File: src/sv/lpd_pkg.sv
// Shared constants, types and helpers for the Legendre polynomial and derivative block.
package lpd_pkg;

   // Parameter defaults
   localparam int MAX_ORDER_DEF = 64;
   localparam int FRAC_BITS_DEF = 30;

   // Fixed field widths
   localparam int X_W     = 32;
   localparam int ORDER_W = 7;
   localparam int P_W     = 32;
   localparam int D_W     = 48;

   // Second multiplier operand width and divider bits retired per cycle
   localparam int MUL_B_W  = 32;
   localparam int DIV_BITS = 4;

   // Divider request from the sequencer
   typedef struct packed {
      logic start;   // load operands and begin
      logic full;    // long divide with fraction bits appended
   } div_ctl_type;

   // Round a bit count up to whole divider cycles
   function automatic int round_up(input int bits);
      return ((bits + DIV_BITS - 1) / DIV_BITS) * DIV_BITS;
   endfunction

endpackage

File: src/sv/lpd_mul.sv
// Shared signed multiplier with a registered product.
module lpd_mul #(
   parameter int A_W = 35,
   parameter int B_W = 32
) (
   input  logic                       clock,
   input  logic signed [A_W-1:0]      mul_a,
   input  logic signed [B_W-1:0]      mul_b,
   output logic signed [A_W+B_W-1:0]  prod
);

   logic signed [A_W+B_W-1:0] prod_ff;

   // one product per cycle, ready the cycle after the operands
   always_ff @(posedge clock) begin
      prod_ff <= mul_a * mul_b;
   end

   assign prod = prod_ff;

endmodule

File: src/sv/lpd_div.sv
// Iterative unsigned restoring divider, lpd_pkg::DIV_BITS quotient bits per cycle.
module lpd_div #(
   parameter int MAG_W     = 67,
   parameter int DEN_W     = 34,
   parameter int FRAC_BITS = 30,
   parameter int SHORT_LEN = 68,
   parameter int LONG_LEN  = 100
) (
   input  logic                      clock,
   input  logic                      reset,
   input  lpd_pkg::div_ctl_type      ctl,
   input  logic [MAG_W-1:0]          mag,
   input  logic [DEN_W-1:0]          den,
   output logic                      done,
   output logic [LONG_LEN-1:0]       quot
);

   localparam int STEP    = lpd_pkg::DIV_BITS;
   localparam int N_SHORT = SHORT_LEN / STEP;
   localparam int N_LONG  = LONG_LEN / STEP;
   localparam int CNT_W   = $clog2(N_LONG + 1);

   logic [LONG_LEN-1:0] q_ff;
   logic [DEN_W-1:0]    r_ff;
   logic [DEN_W-1:0]    den_ff;
   logic [CNT_W-1:0]    cnt_ff;
   logic                run_ff;
   logic                done_ff;

   logic [LONG_LEN-1:0] q_step;
   logic [DEN_W-1:0]    r_step;
   logic [LONG_LEN-1:0] q_load;
   logic                done_in;

   // dividend sits at the top of q; quotient bits shift in at the bottom
   // short: bare magnitude, long: magnitude with FRAC_BITS zeros appended
   assign q_load = ctl.full ? (LONG_LEN'(mag) << FRAC_BITS)
                            : (LONG_LEN'(mag) << (LONG_LEN - SHORT_LEN));

   // STEP restoring steps on the narrow remainder
   always_comb begin : div_step
      logic [DEN_W:0] trial;
      q_step = q_ff;
      r_step = r_ff;
      trial  = '0;
      for (int k = 0; k < STEP; k++) begin
         trial  = {r_step, q_step[LONG_LEN-1]};
         q_step = {q_step[LONG_LEN-2:0], 1'b0};
         if (trial >= {1'b0, den_ff}) begin
            r_step    = DEN_W'(trial - {1'b0, den_ff});
            q_step[0] = 1'b1;
         end else begin
            r_step = trial[DEN_W-1:0];
         end
      end
   end

   // last running cycle raises done
   assign done_in = run_ff && !ctl.start && (cnt_ff == CNT_W'(1));

   // control: cycle count and done pulse
   always_ff @(posedge clock) begin
      if (reset) begin
         run_ff  <= 1'b0;
         done_ff <= 1'b0;
         cnt_ff  <= '0;
      end else begin
         done_ff <= done_in;
         if (ctl.start) begin
            run_ff <= 1'b1;
            cnt_ff <= ctl.full ? CNT_W'(N_LONG) : CNT_W'(N_SHORT);
         end else if (run_ff) begin
            cnt_ff <= cnt_ff - CNT_W'(1);
            if (cnt_ff == CNT_W'(1)) begin
               run_ff <= 1'b0;
            end
         end
      end
   end

   // datapath
   always_ff @(posedge clock) begin
      if (ctl.start) begin
         q_ff   <= q_load;
         r_ff   <= '0;
         den_ff <= den;
      end else if (run_ff) begin
         q_ff <= q_step;
         r_ff <= r_step;
      end
   end

   assign done = done_ff;
   assign quot = q_ff;

endmodule

File: src/sv/legendre_poly_and_derivative.sv
// Legendre polynomial P_n(x) and its derivative by the three-term recurrence, fixed point.
//
//   channel  ports                                  handshake
//   request  req_x_value, req_order                 start high while busy low
//   result   rsp_p_value, rsp_d_value, rsp_div_zero rsp_valid, one cycle, no backpressure
//
// Order 0 answers in the cycle after it is accepted. Otherwise each recurrence
// step runs S_RT, S_RC, S_RP, S_RN and S_RS and waits in S_RW on the divider,
// and the derivative tail runs S_FX, S_FT, S_FZ, S_FM and S_FA and waits in S_FW;
// when x*x is one the tail stops at S_FZ. The divider, retiring 4 quotient bits
// a cycle, sets the length of each wait.
// Reset is synchronous and leaves the block idle; busy stays high until the word
// is delivered, and a new word may be started in the cycle rsp_valid is high.
module legendre_poly_and_derivative #(
   parameter int MAX_ORDER = lpd_pkg::MAX_ORDER_DEF,
   parameter int FRAC_BITS = lpd_pkg::FRAC_BITS_DEF
) (
   input  logic                                clock,
   input  logic                                reset,
   input  logic                                start,
   output logic                                busy,
   input  logic signed [lpd_pkg::X_W-1:0]      req_x_value,
   input  logic [lpd_pkg::ORDER_W-1:0]         req_order,
   output logic                                rsp_valid,
   output logic signed [lpd_pkg::P_W-1:0]      rsp_p_value,
   output logic signed [lpd_pkg::D_W-1:0]      rsp_d_value,
   output logic                                rsp_div_zero
);

   localparam int P_W   = lpd_pkg::P_W;
   localparam int D_W   = lpd_pkg::D_W;
   localparam int X_W   = lpd_pkg::X_W;
   localparam int MB_W  = lpd_pkg::MUL_B_W;
   localparam int ORD_W = $clog2(MAX_ORDER + 1);

   // x*P truncated by FRAC_BITS
   localparam int TW    = 2 * X_W - FRAC_BITS;
   // t - P_{n-1}, also the first multiplier operand width
   localparam int MA_W  = ((TW > P_W) ? TW : P_W) + 1;
   localparam int PR_W  = MA_W + MB_W;
   // |x*x - 1| magnitude width
   localparam int DEN_W = (FRAC_BITS + 1 > 2 * X_W - 1 - FRAC_BITS) ?
                          FRAC_BITS + 1 : 2 * X_W - 1 - FRAC_BITS;
   localparam int SHORT_LEN = lpd_pkg::round_up(PR_W);
   localparam int LONG_LEN  = lpd_pkg::round_up(PR_W + FRAC_BITS);

   localparam logic [P_W-1:0] P_MAX = {1'b0, {(P_W-1){1'b1}}};
   localparam logic [P_W-1:0] P_MIN = {1'b1, {(P_W-1){1'b0}}};
   localparam logic [D_W-1:0] D_MAX = {1'b0, {(D_W-1){1'b1}}};
   localparam logic [D_W-1:0] D_MIN = {1'b1, {(D_W-1){1'b0}}};
   localparam logic [LONG_LEN-1:0] Q_PMAX = LONG_LEN'(P_MAX);
   localparam logic [LONG_LEN-1:0] Q_PNEG = LONG_LEN'(P_MIN);
   localparam logic [LONG_LEN-1:0] Q_DCAP = LONG_LEN'(D_MIN);
   localparam logic signed [PR_W-1:0] ONE_PR = PR_W'(1) << FRAC_BITS;
   localparam logic [P_W-1:0] ONE_SAT = (FRAC_BITS >= P_W - 1) ? P_MAX : P_W'(ONE_PR);
   localparam logic [8:0] MAX_ORD9 = 9'(MAX_ORDER);

   typedef enum logic [3:0] {
      S_IDLE,
      S_RT,    // x * P_i
      S_RC,    // (2i+1) * t
      S_RP,    // i * P_{i-1}
      S_RN,    // numerator
      S_RS,    // start divide by i+1
      S_RW,    // wait, saturate, advance
      S_FX,    // x * x
      S_FT,    // denominator, x * P_n
      S_FZ,    // zero check, t - P_{n-1}
      S_FM,    // n * (t - P_{n-1})
      S_FA,    // start fraction divide
      S_FW     // wait, saturate, deliver
   } state_type;

   state_type                  state_ff;
   logic signed [X_W-1:0]      x_ff;
   logic [ORD_W-1:0]           n_ff;
   logic [ORD_W-1:0]           i_ff;
   logic signed [P_W-1:0]      pn_ff;
   logic signed [P_W-1:0]      pm_ff;
   logic signed [PR_W-1:0]     acc_ff;
   logic signed [PR_W-1:0]     num_ff;
   logic signed [DEN_W:0]      den_ff;
   logic signed [MA_W-1:0]     diff_ff;
   logic                       neg_ff;
   logic                       rsp_valid_ff;
   logic signed [P_W-1:0]      rsp_p_ff;
   logic signed [D_W-1:0]      rsp_d_ff;
   logic                       rsp_flag_ff;

   logic signed [MA_W-1:0]     mul_a;
   logic signed [MB_W-1:0]     mul_b;
   logic signed [PR_W-1:0]     prod;
   logic signed [TW-1:0]       t_w;
   logic signed [PR_W-1:0]     den_w;
   logic [DEN_W-1:0]           den_mag;
   logic [ORD_W-1:0]           i_nx;
   logic [ORD_W:0]             coef;
   logic [8:0]                 n_clamp;
   logic [ORD_W-1:0]           n_start;
   lpd_pkg::div_ctl_type       div_ctl;
   logic [PR_W-1:0]            div_mag;
   logic [DEN_W-1:0]           div_den;
   logic                       div_done;
   logic [LONG_LEN-1:0]        div_quot;
   logic signed [P_W-1:0]      p_sat;
   logic signed [D_W-1:0]      d_sat;
   logic                       rsp_valid_in;

   // order clamp
   assign n_clamp = (9'(req_order) > MAX_ORD9) ? MAX_ORD9 : 9'(req_order);
   assign n_start = ORD_W'(n_clamp);

   // product taken apart
   assign t_w     = TW'(prod >>> FRAC_BITS);
   assign den_w   = (prod >>> FRAC_BITS) - ONE_PR;
   assign den_mag = den_ff[DEN_W] ? DEN_W'(-den_ff) : DEN_W'(den_ff);
   assign i_nx    = i_ff + ORD_W'(1);
   assign coef    = {i_ff, 1'b1};

   // multiplier operand select
   always_comb begin
      mul_a = '0;
      mul_b = '0;
      unique case (state_ff)
         S_RT: begin
            mul_a = MA_W'(pn_ff);
            mul_b = MB_W'(x_ff);
         end
         S_RC: begin
            mul_a = MA_W'(t_w);
            mul_b = signed'(MB_W'(coef));
         end
         S_RP: begin
            mul_a = MA_W'(pm_ff);
            mul_b = signed'(MB_W'(i_ff));
         end
         S_FX: begin
            mul_a = MA_W'(x_ff);
            mul_b = MB_W'(x_ff);
         end
         S_FT: begin
            mul_a = MA_W'(pn_ff);
            mul_b = MB_W'(x_ff);
         end
         S_FM: begin
            mul_a = diff_ff;
            mul_b = signed'(MB_W'(n_ff));
         end
         default: begin
            mul_a = '0;
            mul_b = '0;
         end
      endcase
   end

   lpd_mul #(
      .A_W (MA_W),
      .B_W (MB_W)
   ) u_mul (
      .clock (clock),
      .mul_a (mul_a),
      .mul_b (mul_b),
      .prod  (prod)
   );

   // divider request: recurrence divide by i+1, or fraction divide by |x*x-1|
   always_comb begin
      div_ctl.start = (state_ff == S_RS) || (state_ff == S_FA);
      div_ctl.full  = (state_ff == S_FA);
      if (state_ff == S_FA) begin
         div_mag = prod[PR_W-1] ? PR_W'(-prod) : PR_W'(prod);
         div_den = den_mag;
      end else begin
         div_mag = num_ff[PR_W-1] ? PR_W'(-num_ff) : PR_W'(num_ff);
         div_den = DEN_W'(i_nx);
      end
   end

   lpd_div #(
      .MAG_W     (PR_W),
      .DEN_W     (DEN_W),
      .FRAC_BITS (FRAC_BITS),
      .SHORT_LEN (SHORT_LEN),
      .LONG_LEN  (LONG_LEN)
   ) u_div (
      .clock (clock),
      .reset (reset),
      .ctl   (div_ctl),
      .mag   (div_mag),
      .den   (div_den),
      .done  (div_done),
      .quot  (div_quot)
   );

   // signed, saturated quotients
   always_comb begin
      if (neg_ff) begin
         p_sat = (div_quot > Q_PNEG) ? P_MIN : -div_quot[P_W-1:0];
         d_sat = (div_quot >= Q_DCAP) ? D_MIN : -div_quot[D_W-1:0];
      end else begin
         p_sat = (div_quot > Q_PMAX) ? P_MAX : div_quot[P_W-1:0];
         d_sat = (div_quot >= Q_DCAP) ? D_MAX : div_quot[D_W-1:0];
      end
   end

   // a result word leaves at the end of each finishing state
   assign rsp_valid_in = ((state_ff == S_IDLE) && start && (n_start == '0)) ||
                         ((state_ff == S_FZ) && (den_ff == '0)) ||
                         ((state_ff == S_FW) && div_done);

   // sequencer
   always_ff @(posedge clock) begin
      if (reset) begin
         state_ff     <= S_IDLE;
         rsp_valid_ff <= 1'b0;
      end else begin
         rsp_valid_ff <= rsp_valid_in;
         unique case (state_ff)
            S_IDLE: begin
               if (start) begin
                  x_ff  <= req_x_value;
                  n_ff  <= n_start;
                  pn_ff <= req_x_value;
                  pm_ff <= ONE_SAT;
                  i_ff  <= ORD_W'(1);
                  if (n_start == '0) begin
                     rsp_p_ff     <= ONE_SAT;
                     rsp_d_ff     <= '0;
                     rsp_flag_ff  <= 1'b0;
                  end else if (n_start == ORD_W'(1)) begin
                     state_ff <= S_FX;
                  end else begin
                     state_ff <= S_RT;
                  end
               end
            end
            S_RT: state_ff <= S_RC;
            S_RC: state_ff <= S_RP;
            S_RP: begin
               acc_ff   <= prod;
               state_ff <= S_RN;
            end
            S_RN: begin
               num_ff   <= acc_ff - prod;
               state_ff <= S_RS;
            end
            S_RS: begin
               neg_ff   <= num_ff[PR_W-1];
               state_ff <= S_RW;
            end
            S_RW: begin
               if (div_done) begin
                  pm_ff <= pn_ff;
                  pn_ff <= p_sat;
                  i_ff  <= i_nx;
                  state_ff <= (i_nx < n_ff) ? S_RT : S_FX;
               end
            end
            S_FX: state_ff <= S_FT;
            S_FT: begin
               den_ff   <= (DEN_W+1)'(den_w);
               state_ff <= S_FZ;
            end
            S_FZ: begin
               if (den_ff == '0) begin
                  rsp_p_ff     <= pn_ff;
                  rsp_d_ff     <= '0;
                  rsp_flag_ff  <= 1'b1;
                  state_ff     <= S_IDLE;
               end else begin
                  diff_ff  <= MA_W'(t_w) - MA_W'(pm_ff);
                  state_ff <= S_FM;
               end
            end
            S_FM: state_ff <= S_FA;
            S_FA: begin
               neg_ff   <= prod[PR_W-1] ^ den_ff[DEN_W];
               state_ff <= S_FW;
            end
            S_FW: begin
               if (div_done) begin
                  rsp_p_ff     <= pn_ff;
                  rsp_d_ff     <= d_sat;
                  rsp_flag_ff  <= 1'b0;
                  state_ff     <= S_IDLE;
               end
            end
            default: state_ff <= S_IDLE;
         endcase
      end
   end

   assign busy         = (state_ff != S_IDLE);
   assign rsp_valid    = rsp_valid_ff;
   assign rsp_p_value  = rsp_p_ff;
   assign rsp_d_value  = rsp_d_ff;
   assign rsp_div_zero = rsp_flag_ff;

   // a result word only appears once the sequencer is back at rest
   a_rsp_idle: assert property (@(posedge clock) disable iff (reset)
      rsp_valid |-> !busy)
      else $error("result word while sequencer busy");

   // an accepted word either answers at once or keeps the block busy
   a_accept_busy: assert property (@(posedge clock) disable iff (reset)
      (start && !busy) |=> (busy || rsp_valid))
      else $error("accepted word dropped");

   // zero denominator forces a zero derivative
   a_div_zero: assert property (@(posedge clock) disable iff (reset)
      (rsp_valid && rsp_div_zero) |-> (rsp_d_value == '0))
      else $error("derivative not cleared on zero denominator");

   // divider finishes only while the sequencer waits on it
   a_div_wait: assert property (@(posedge clock) disable iff (reset)
      div_done |-> (state_ff == S_RW || state_ff == S_FW))
      else $error("divider done outside a wait state");

endmodule
File: config.mk
export PLATFORM = sky130hd
export DESIGN_NAME = legendre_poly_and_derivative
export DESIGN_NICKNAME = d
export VERILOG_FILES = /design/src/sv/lpd_pkg.sv /design/src/sv/lpd_mul.sv /design/src/sv/lpd_div.sv /design/src/sv/legendre_poly_and_derivative.sv
export SDC_FILE = /design/constraint.sdc
export NUM_CORES = 2
export LEC_CHECK = 0
export BUFFER_PORTS_ARGS = -buffer_cell sky130_fd_sc_hd__buf_2
export CAP_MARGIN = 15
export CELL_PAD_IN_SITES_DETAIL_PLACEMENT = 0
export CELL_PAD_IN_SITES_GLOBAL_PLACEMENT = 2
export CORE_MARGIN = 10
export CORE_UTILIZATION = 42
export CTS_BUF_LIST = sky130_fd_sc_hd__clkbuf_8 sky130_fd_sc_hd__clkbuf_16
export DETAILED_ROUTE_END_ITERATION = 16
export PLACE_DENSITY = 0.83
export SETUP_SLACK_MARGIN = 0.4
export SLEW_MARGIN = 20
export SYNTH_ARGS = -nofsm -noshare
export SYNTH_HDL_FRONTEND = slang
export SYNTH_HIERARCHICAL = 1
export SYNTH_SLANG_ARGS = --single-unit
File: constraint.sdc
create_clock -name clock -period 14.3 [get_ports clock]
set_input_delay 1.43 -clock clock [delete_from_list [all_inputs] [get_ports clock]]
set_output_delay 1.43 -clock clock [all_outputs]
set_load 0.005 [all_outputs]
-- Word level (Yosys, flattened, before mapping)
Cells that the tools add are included.
- $add $sub $neg: 14
- multiply operators: 1
- order comparisons: 9
- equality and inequality tests: 20
- muxes and demuxes: 63
- bitwise gates (word level): 3
- reduce and logical (&&, ||, !) cells: 29
- operator list (kind ; number):
    48-bit two-way mux ; 7
    32-bit two-way mux ; 10
    67-bit two-way mux ; 3
    100-bit two-way mux ; 2
    35-bit one-hot mux with 5 select lines ; 1
    33-bit two-way mux ; 5
    48-bit one-hot mux with 3 select lines ; 1
    34-bit by 33-bit >= comparator with 1-bit output ; 4
    67-bit negator ; 2
    33-bit subtractor ; 4
    32-bit one-hot mux with 2 select lines ; 2
    32-bit one-hot mux with 4 select lines ; 1
    100-bit by 48-bit >= comparator with 1-bit output (second input constant) ; 1
    100-bit by 31-bit greater-than comparator with 1-bit output (second input constant) ; 1
    100-bit by 32-bit greater-than comparator with 1-bit output (second input constant) ; 1
    99-bit two-way mux ; 1
    32-bit one-hot mux with 3 select lines ; 1
    35-bit by 32-bit multiplier with 67-bit output ; 1
    67-bit subtractor ; 1
    4-bit one-hot mux with 13 select lines ; 1
    48-bit negator ; 1
    34-bit by 32-bit subtractor with 35-bit output ; 1
    34-bit zero test ; 1
    34-bit by 32-bit subtractor with 34-bit output (second input constant) ; 1
    38 further kinds ; 85
- flip-flop bits (word level): 640
- input port bits: 42
- output and inout port bits: 83
- word-level logic and storage cells: 162

-- Longest topological paths before layout
- depth after elaboration: 10
- gate-level depth with buffers: 56
- mapped depth without buffers: 48

-- By module
The synthesis kept the hierarchy.
- modules (own cells, without submodules) (module ; times used ; cells each ; area an instance (µm²)):
    lpd_mul ; 1 ; 4475 ; 41230.8
    legendre_poly_and_derivative ; 1 ; 3022 ; 27617.7
    lpd_div ; 1 ; 1920 ; 16383.2

-- Worst setup path before layout
No wires, ideal clock.
- kind: register to register
- from: reg u_div.den_ff[1]
- to: reg u_div.r_ff[30]
- library setup time: 226 ps
- data arrival time: 11249 ps
- slack: 2826 ps
- stages on the path, launching flop included: 53
- path buffers: 9
- cell sequence: edfxtp_1 inv_1 fa_1 a211oi_1 o21ai_1 a31oi_1 nand2_1 nor3_2 nor2_1 buf_2 buf_2 mux2i_1 inv_1 ha_1 clkbuf_1 nand3_1 a2111oi_0 inv_1 (+17 left out) buf_2 buf_6 mux2_1 ha_1 and3_1 a221oi_2 o21bai_1 a221oi_2 o211ai_1 a211o_1 a41oi_2 or3b_2 o311ai_1 nand3b_1 buf_6 buf_4 mux2i_1 o22ai_1
- word-level cells in the longest chain between the ends: 8
- elaborated cells between the ends (all ways): 12
- those cells by class: add/sub: 4; order compare: 4; mux: 4
- ends and longest elaborated chain (item ; line ; text):
    from (decl) ; lpd_div.sv:25 ; logic [DEN_W-1:0] den_ff;
    from (signal assigned) ; lpd_div.sv:86 ; den_ff <= den;
    33-bit subtractor / 34-bit by 33-bit >= comparator with 1-bit output (equally long branches) ; lpd_div.sv:50, lpd_div.sv:49 ;
    33-bit two-way mux ; lpd_div.sv:49 ; if (trial >= {1'b0, den_ff}) begin
    33-bit subtractor / 34-bit by 33-bit >= comparator with 1-bit output (equally long branches) ; lpd_div.sv:50, lpd_div.sv:49 ;
    33-bit two-way mux ; lpd_div.sv:49 ;
    33-bit subtractor / 34-bit by 33-bit >= comparator with 1-bit output (equally long branches) ; lpd_div.sv:50, lpd_div.sv:49 ;
    33-bit two-way mux ; lpd_div.sv:49 ;
    33-bit subtractor / 34-bit by 33-bit >= comparator with 1-bit output (equally long branches) ; lpd_div.sv:50, lpd_div.sv:49 ;
    33-bit two-way mux * ; lpd_div.sv:49 ;
    to (signal assigned) ; lpd_div.sv:89 ; r_ff <= r_step;
    to (decl) ; lpd_div.sv:24 ; logic [DEN_W-1:0] r_ff;
Every way passes the cells marked *; elsewhere a longest branch is shown, timed or not.
A chain may end at the register's enable or synchronous reset.

-- Worst setup path in the final report
- from: reg u_div.den_ff[1]
- to: reg u_div.r_ff[0]
- word-level cells in the longest chain between the ends: 8
- elaborated cells between the ends (all ways): 11
- those cells by class: add/sub: 3; order compare: 4; mux: 4
- ends and longest elaborated chain (item ; line):
    33-bit subtractor / 34-bit by 33-bit >= comparator with 1-bit output (equally long branches) ; lpd_div.sv:50, lpd_div.sv:49
    33-bit two-way mux ; lpd_div.sv:49
    33-bit subtractor / 34-bit by 33-bit >= comparator with 1-bit output (equally long branches) ; lpd_div.sv:50, lpd_div.sv:49
    33-bit two-way mux ; lpd_div.sv:49
    33-bit subtractor / 34-bit by 33-bit >= comparator with 1-bit output (equally long branches) ; lpd_div.sv:50, lpd_div.sv:49
    33-bit two-way mux ; lpd_div.sv:49
    34-bit by 33-bit >= comparator with 1-bit output * ; lpd_div.sv:49
    33-bit two-way mux * ; lpd_div.sv:49
Marked as above.

==> impl_metrics.py <==
metrics = {
    "clocking": {
        "clockBufferDepth": 3,
        "clkSlewWorstSetupHoldPaths_ps": 70,
        "clockRootBuffer": "clkbuf_16",
        "cts_buffers": 75,
        "clk-insertion-delay-late_ps": 720,
        "cts_setup_buffers": 0,
        "cts_tree": "built",
        "cts_sinks": 640,
        "htreeDepth": 3,
    },
    "timing": {
        "setup_viol_count_final": 0,
        "fmax_ghz": 0.0768,
        "fin_crit_sh": 0.910,
        "final-hold-violation-count": 0,
        "slew_headroom": 0.235,
        "tightest_slew_ps": 1150,
        "tns_ps": 0,
        "finClkSkew_ps": 69.4,
        "drv_slew": 0,
        "rsz0062_at_grt": "false",
        "period_minus_slack_ps": 13010,
    },
    "grt": {
        "grt_antenna_before_repair": 13,
        "grt_overflow_total": 0,
        "grtUsageTotal": 0.253,
        "grt_pass1_wl_um": 433000,
        "grt_pass1_vias": 68600,
        "grt_max_degree": 82,
    },
    "routing": {
        "num_vias": 66200,
        "viasPerCell": 5.52,
        "drtPass1Iterations": 6,
        "wl_per_cell_um": 23.7,
        "remaining_drc_errors": 0,
        "wirelength_um": 285000,
        "postRouteAntennaNets": 0,
        "first_iter_violations": 4978,
    },
    "setup_path": {
        "start_kind": "register",
        "worstPathArrival_ps": 13640,
        "path_max_fanout": 45,
        "required_ps": 14920,
        "cp_common_cell": "buf_4",
        "worstSetupPathType": "register to register",
        "rr_worst_depth": 49,
        "cp-end-kind": "register",
        "max_stage_delay_ps": 530,
        "cp_slowest_cell": "nor3_1",
    },
    "floorplan": {
        "dieWidth_um": 470,
        "initial_core_util": 0.422,
        "die_y_um": 470,
        "core-area_mm2": 0.202,
        "io_pins": 125,
        "dieArea_mm2": 0.221,
        "core.rowCount": 165,
    },
    "synthesis": {
        "ys_seq_area_frac": 0.212,
        "ys_types": 106,
        "syn-cell-area_mm2": 0.0852,
        "async_flop_share": 0,
        "yosysWarnings": 6,
        "ys_ff_latch": 640,
        "ys.flop_type": "edfxtp_1",
        "synth_nets": 11100,
        "syn-instance-count": 9417,
        "synth_edf_count": 528,
        "synth_area_per_cell_um2": 9.05,
    },
    "hold_path": {
        "hold_class": "register to register",
        "hold_depth": 0,
    },
    "cells_and_area": {
        "final_cell_mix": "inv_1, fa_1, nand2_1",
        "area_delta_synth_final_pct": 6.73,
        "final_common_cell": "inv_1",
        "layout.nets": 10900,
        "drive_gt1_frac": 0.0638,
    },
    "run_status": {
        "outcome": "finished clean",
    },
    "placed_design": {
        "io_buffers": 124,
        "gp_congestion": 0.931,
        "dp_hpwl_um": 223000,
    },
    "flow_run": {
        "drv_cap": 0,
    },
}
per-layer routing:
metal  share of wire  GRT usage  vias up
met3           0.052     0.0284      394
met4           0.040     0.0857        8
met1            0.44      0.345    33700
met5         0.00021          0        -
li1                -          -    30100
met2            0.47      0.419     1939
flip-flops by register name (all words and copies together), names as in the netlist:
signal	count
rsp_div_zero	1
pn_ff	32
den_ff	34
u_div/cnt_ff	5
num_ff	67
diff_ff	35
u_div/run_ff	1
pm_ff	32
rsp_valid	1
rsp_d_value	48
i_ff	7
rsp_p_value	32
u_div/done	1
u_div/quot	100
u_mul/prod	67
neg_ff	1
acc_ff	67
state_ff	4
u_div/den_ff	33
u_div/r_ff	33
x_ff	32
n_ff	7
synth_stat cells (21+ instances only):
| cell | n | area share |
|---|---|---|
| a21o_1 | 123 | 0.011 |
| o21ai_1 | 33 | 0.0019 |
| nand2_1 | 1011 | 0.045 |
| inv_1 | 1488 | 0.066 |
| buf_4 | 99 | 0.0087 |
| o21a_1 | 50 | 0.0044 |
| fa_1 | 1178 | 0.28 |
| dfxtp_1 | 112 | 0.026 |
| nor3_1 | 105 | 0.0062 |
| and2_1 | 637 | 0.047 |
| clkbuf_1 | 426 | 0.019 |
| nor4_1 | 44 | 0.0032 |
| or4_1 | 28 | 0.0025 |
| a211oi_1 | 37 | 0.0033 |
| nand4_1 | 81 | 0.0059 |
| nand3_1 | 141 | 0.0083 |
| nor2b_1 | 118 | 0.0087 |
| a31oi_1 | 36 | 0.0026 |
| xnor2_1 | 297 | 0.031 |
| buf_1 | 21 | 0.00092 |
| mux2_2 | 39 | 0.0052 |
| xor2_1 | 162 | 0.017 |
| o41ai_1 | 29 | 0.0030 |
| edfxtp_1 | 528 | 0.19 |
| ha_1 | 436 | 0.064 |
| nor2_1 | 591 | 0.026 |
| o211ai_1 | 42 | 0.0037 |
| and3_1 | 44 | 0.0032 |
| a21oi_1 | 486 | 0.029 |
| mux2i_1 | 94 | 0.011 |
| a22oi_1 | 65 | 0.0057 |
| o21bai_1 | 38 | 0.0033 |
| a221oi_1 | 26 | 0.0027 |
| or3_1 | 43 | 0.0032 |
| nand2b_1 | 47 | 0.0034 |
| o21ai_0 | 292 | 0.017 |
| o31ai_1 | 65 | 0.0057 |
kinds of logic (layout without fill, tap and decap cells):
logic type      after synthesis  in the layout  synth area share
other cells                   0              5                 0
xor+xnor                    459            459            0.0472
buf+inv                    2054           1946            0.0956
compound gates             1519           1519             0.115
flops                       640            640             0.212
mux                         147            147            0.0181
simple gates               2984           2984             0.171
fa+ha+maj                  1614           1614             0.341
area by class of cell:
cell class                 count  area (um2)
multi-input combinational   6723       59100
clock inverter                54         628
clock buffer                  81        1970
fill                       19800      111000
tap                         2672        3340
sequential                   640       18100
antenna                        5        12.5
timing repair buffer         322        2190
inverter                    1489        5600
path summary, 6_finish.rpt:
check             startpoint             to  slack [ps]
min           u_mul/prod[65]     acc_ff[65]         440
max reg2reg  u_div/den_ff[1]  u_div/r_ff[0]        1290
max          u_div/den_ff[1]  u_div/r_ff[0]        1290
min reg2reg   u_mul/prod[65]     acc_ff[65]         440
per-stage QoR:
| stage | utilization | hold slack, ps | setup slack (ps) | std cells | instance area (um2) |
|---|---|---|---|---|---|
| 3_5_place_dp | 0.437 | 424 | 1090 | 11800 | 88400 |
| 5_1_grt | 0.450 | 444 | 429 | 12000 | 91000 |
| 4_1_cts | 0.450 | 438 | 1070 | 12000 | 91000 |
| 3_3_place_gp | 0.437 | 421 | 1160 | 11800 | 88300 |
| 2_1_floorplan | - | 408 | 2830 | 9417 | 85200 |
| 6_report | 0.450 | 440 | 1290 | 12000 | 91000 |
what timing repair did:
item                                    4_1_cts  5_1_grt
resized for setup                             0        1
hold buffers                                  0        0
endpoints found under the setup margin        0        9
worst max-delay path: cells and delay by family, from the launching register on:
kind	cells	cell delay, ps
buf+inv	9	1930
fa+ha+maj	4	1490
mux	3	1080
compound gates	24	5450
flops	1	490
simple gates	9	2420
Power is left out: the tool's default activity adds up to more than one toggle a clock period on the data nets, which glitch-free logic cannot reach.
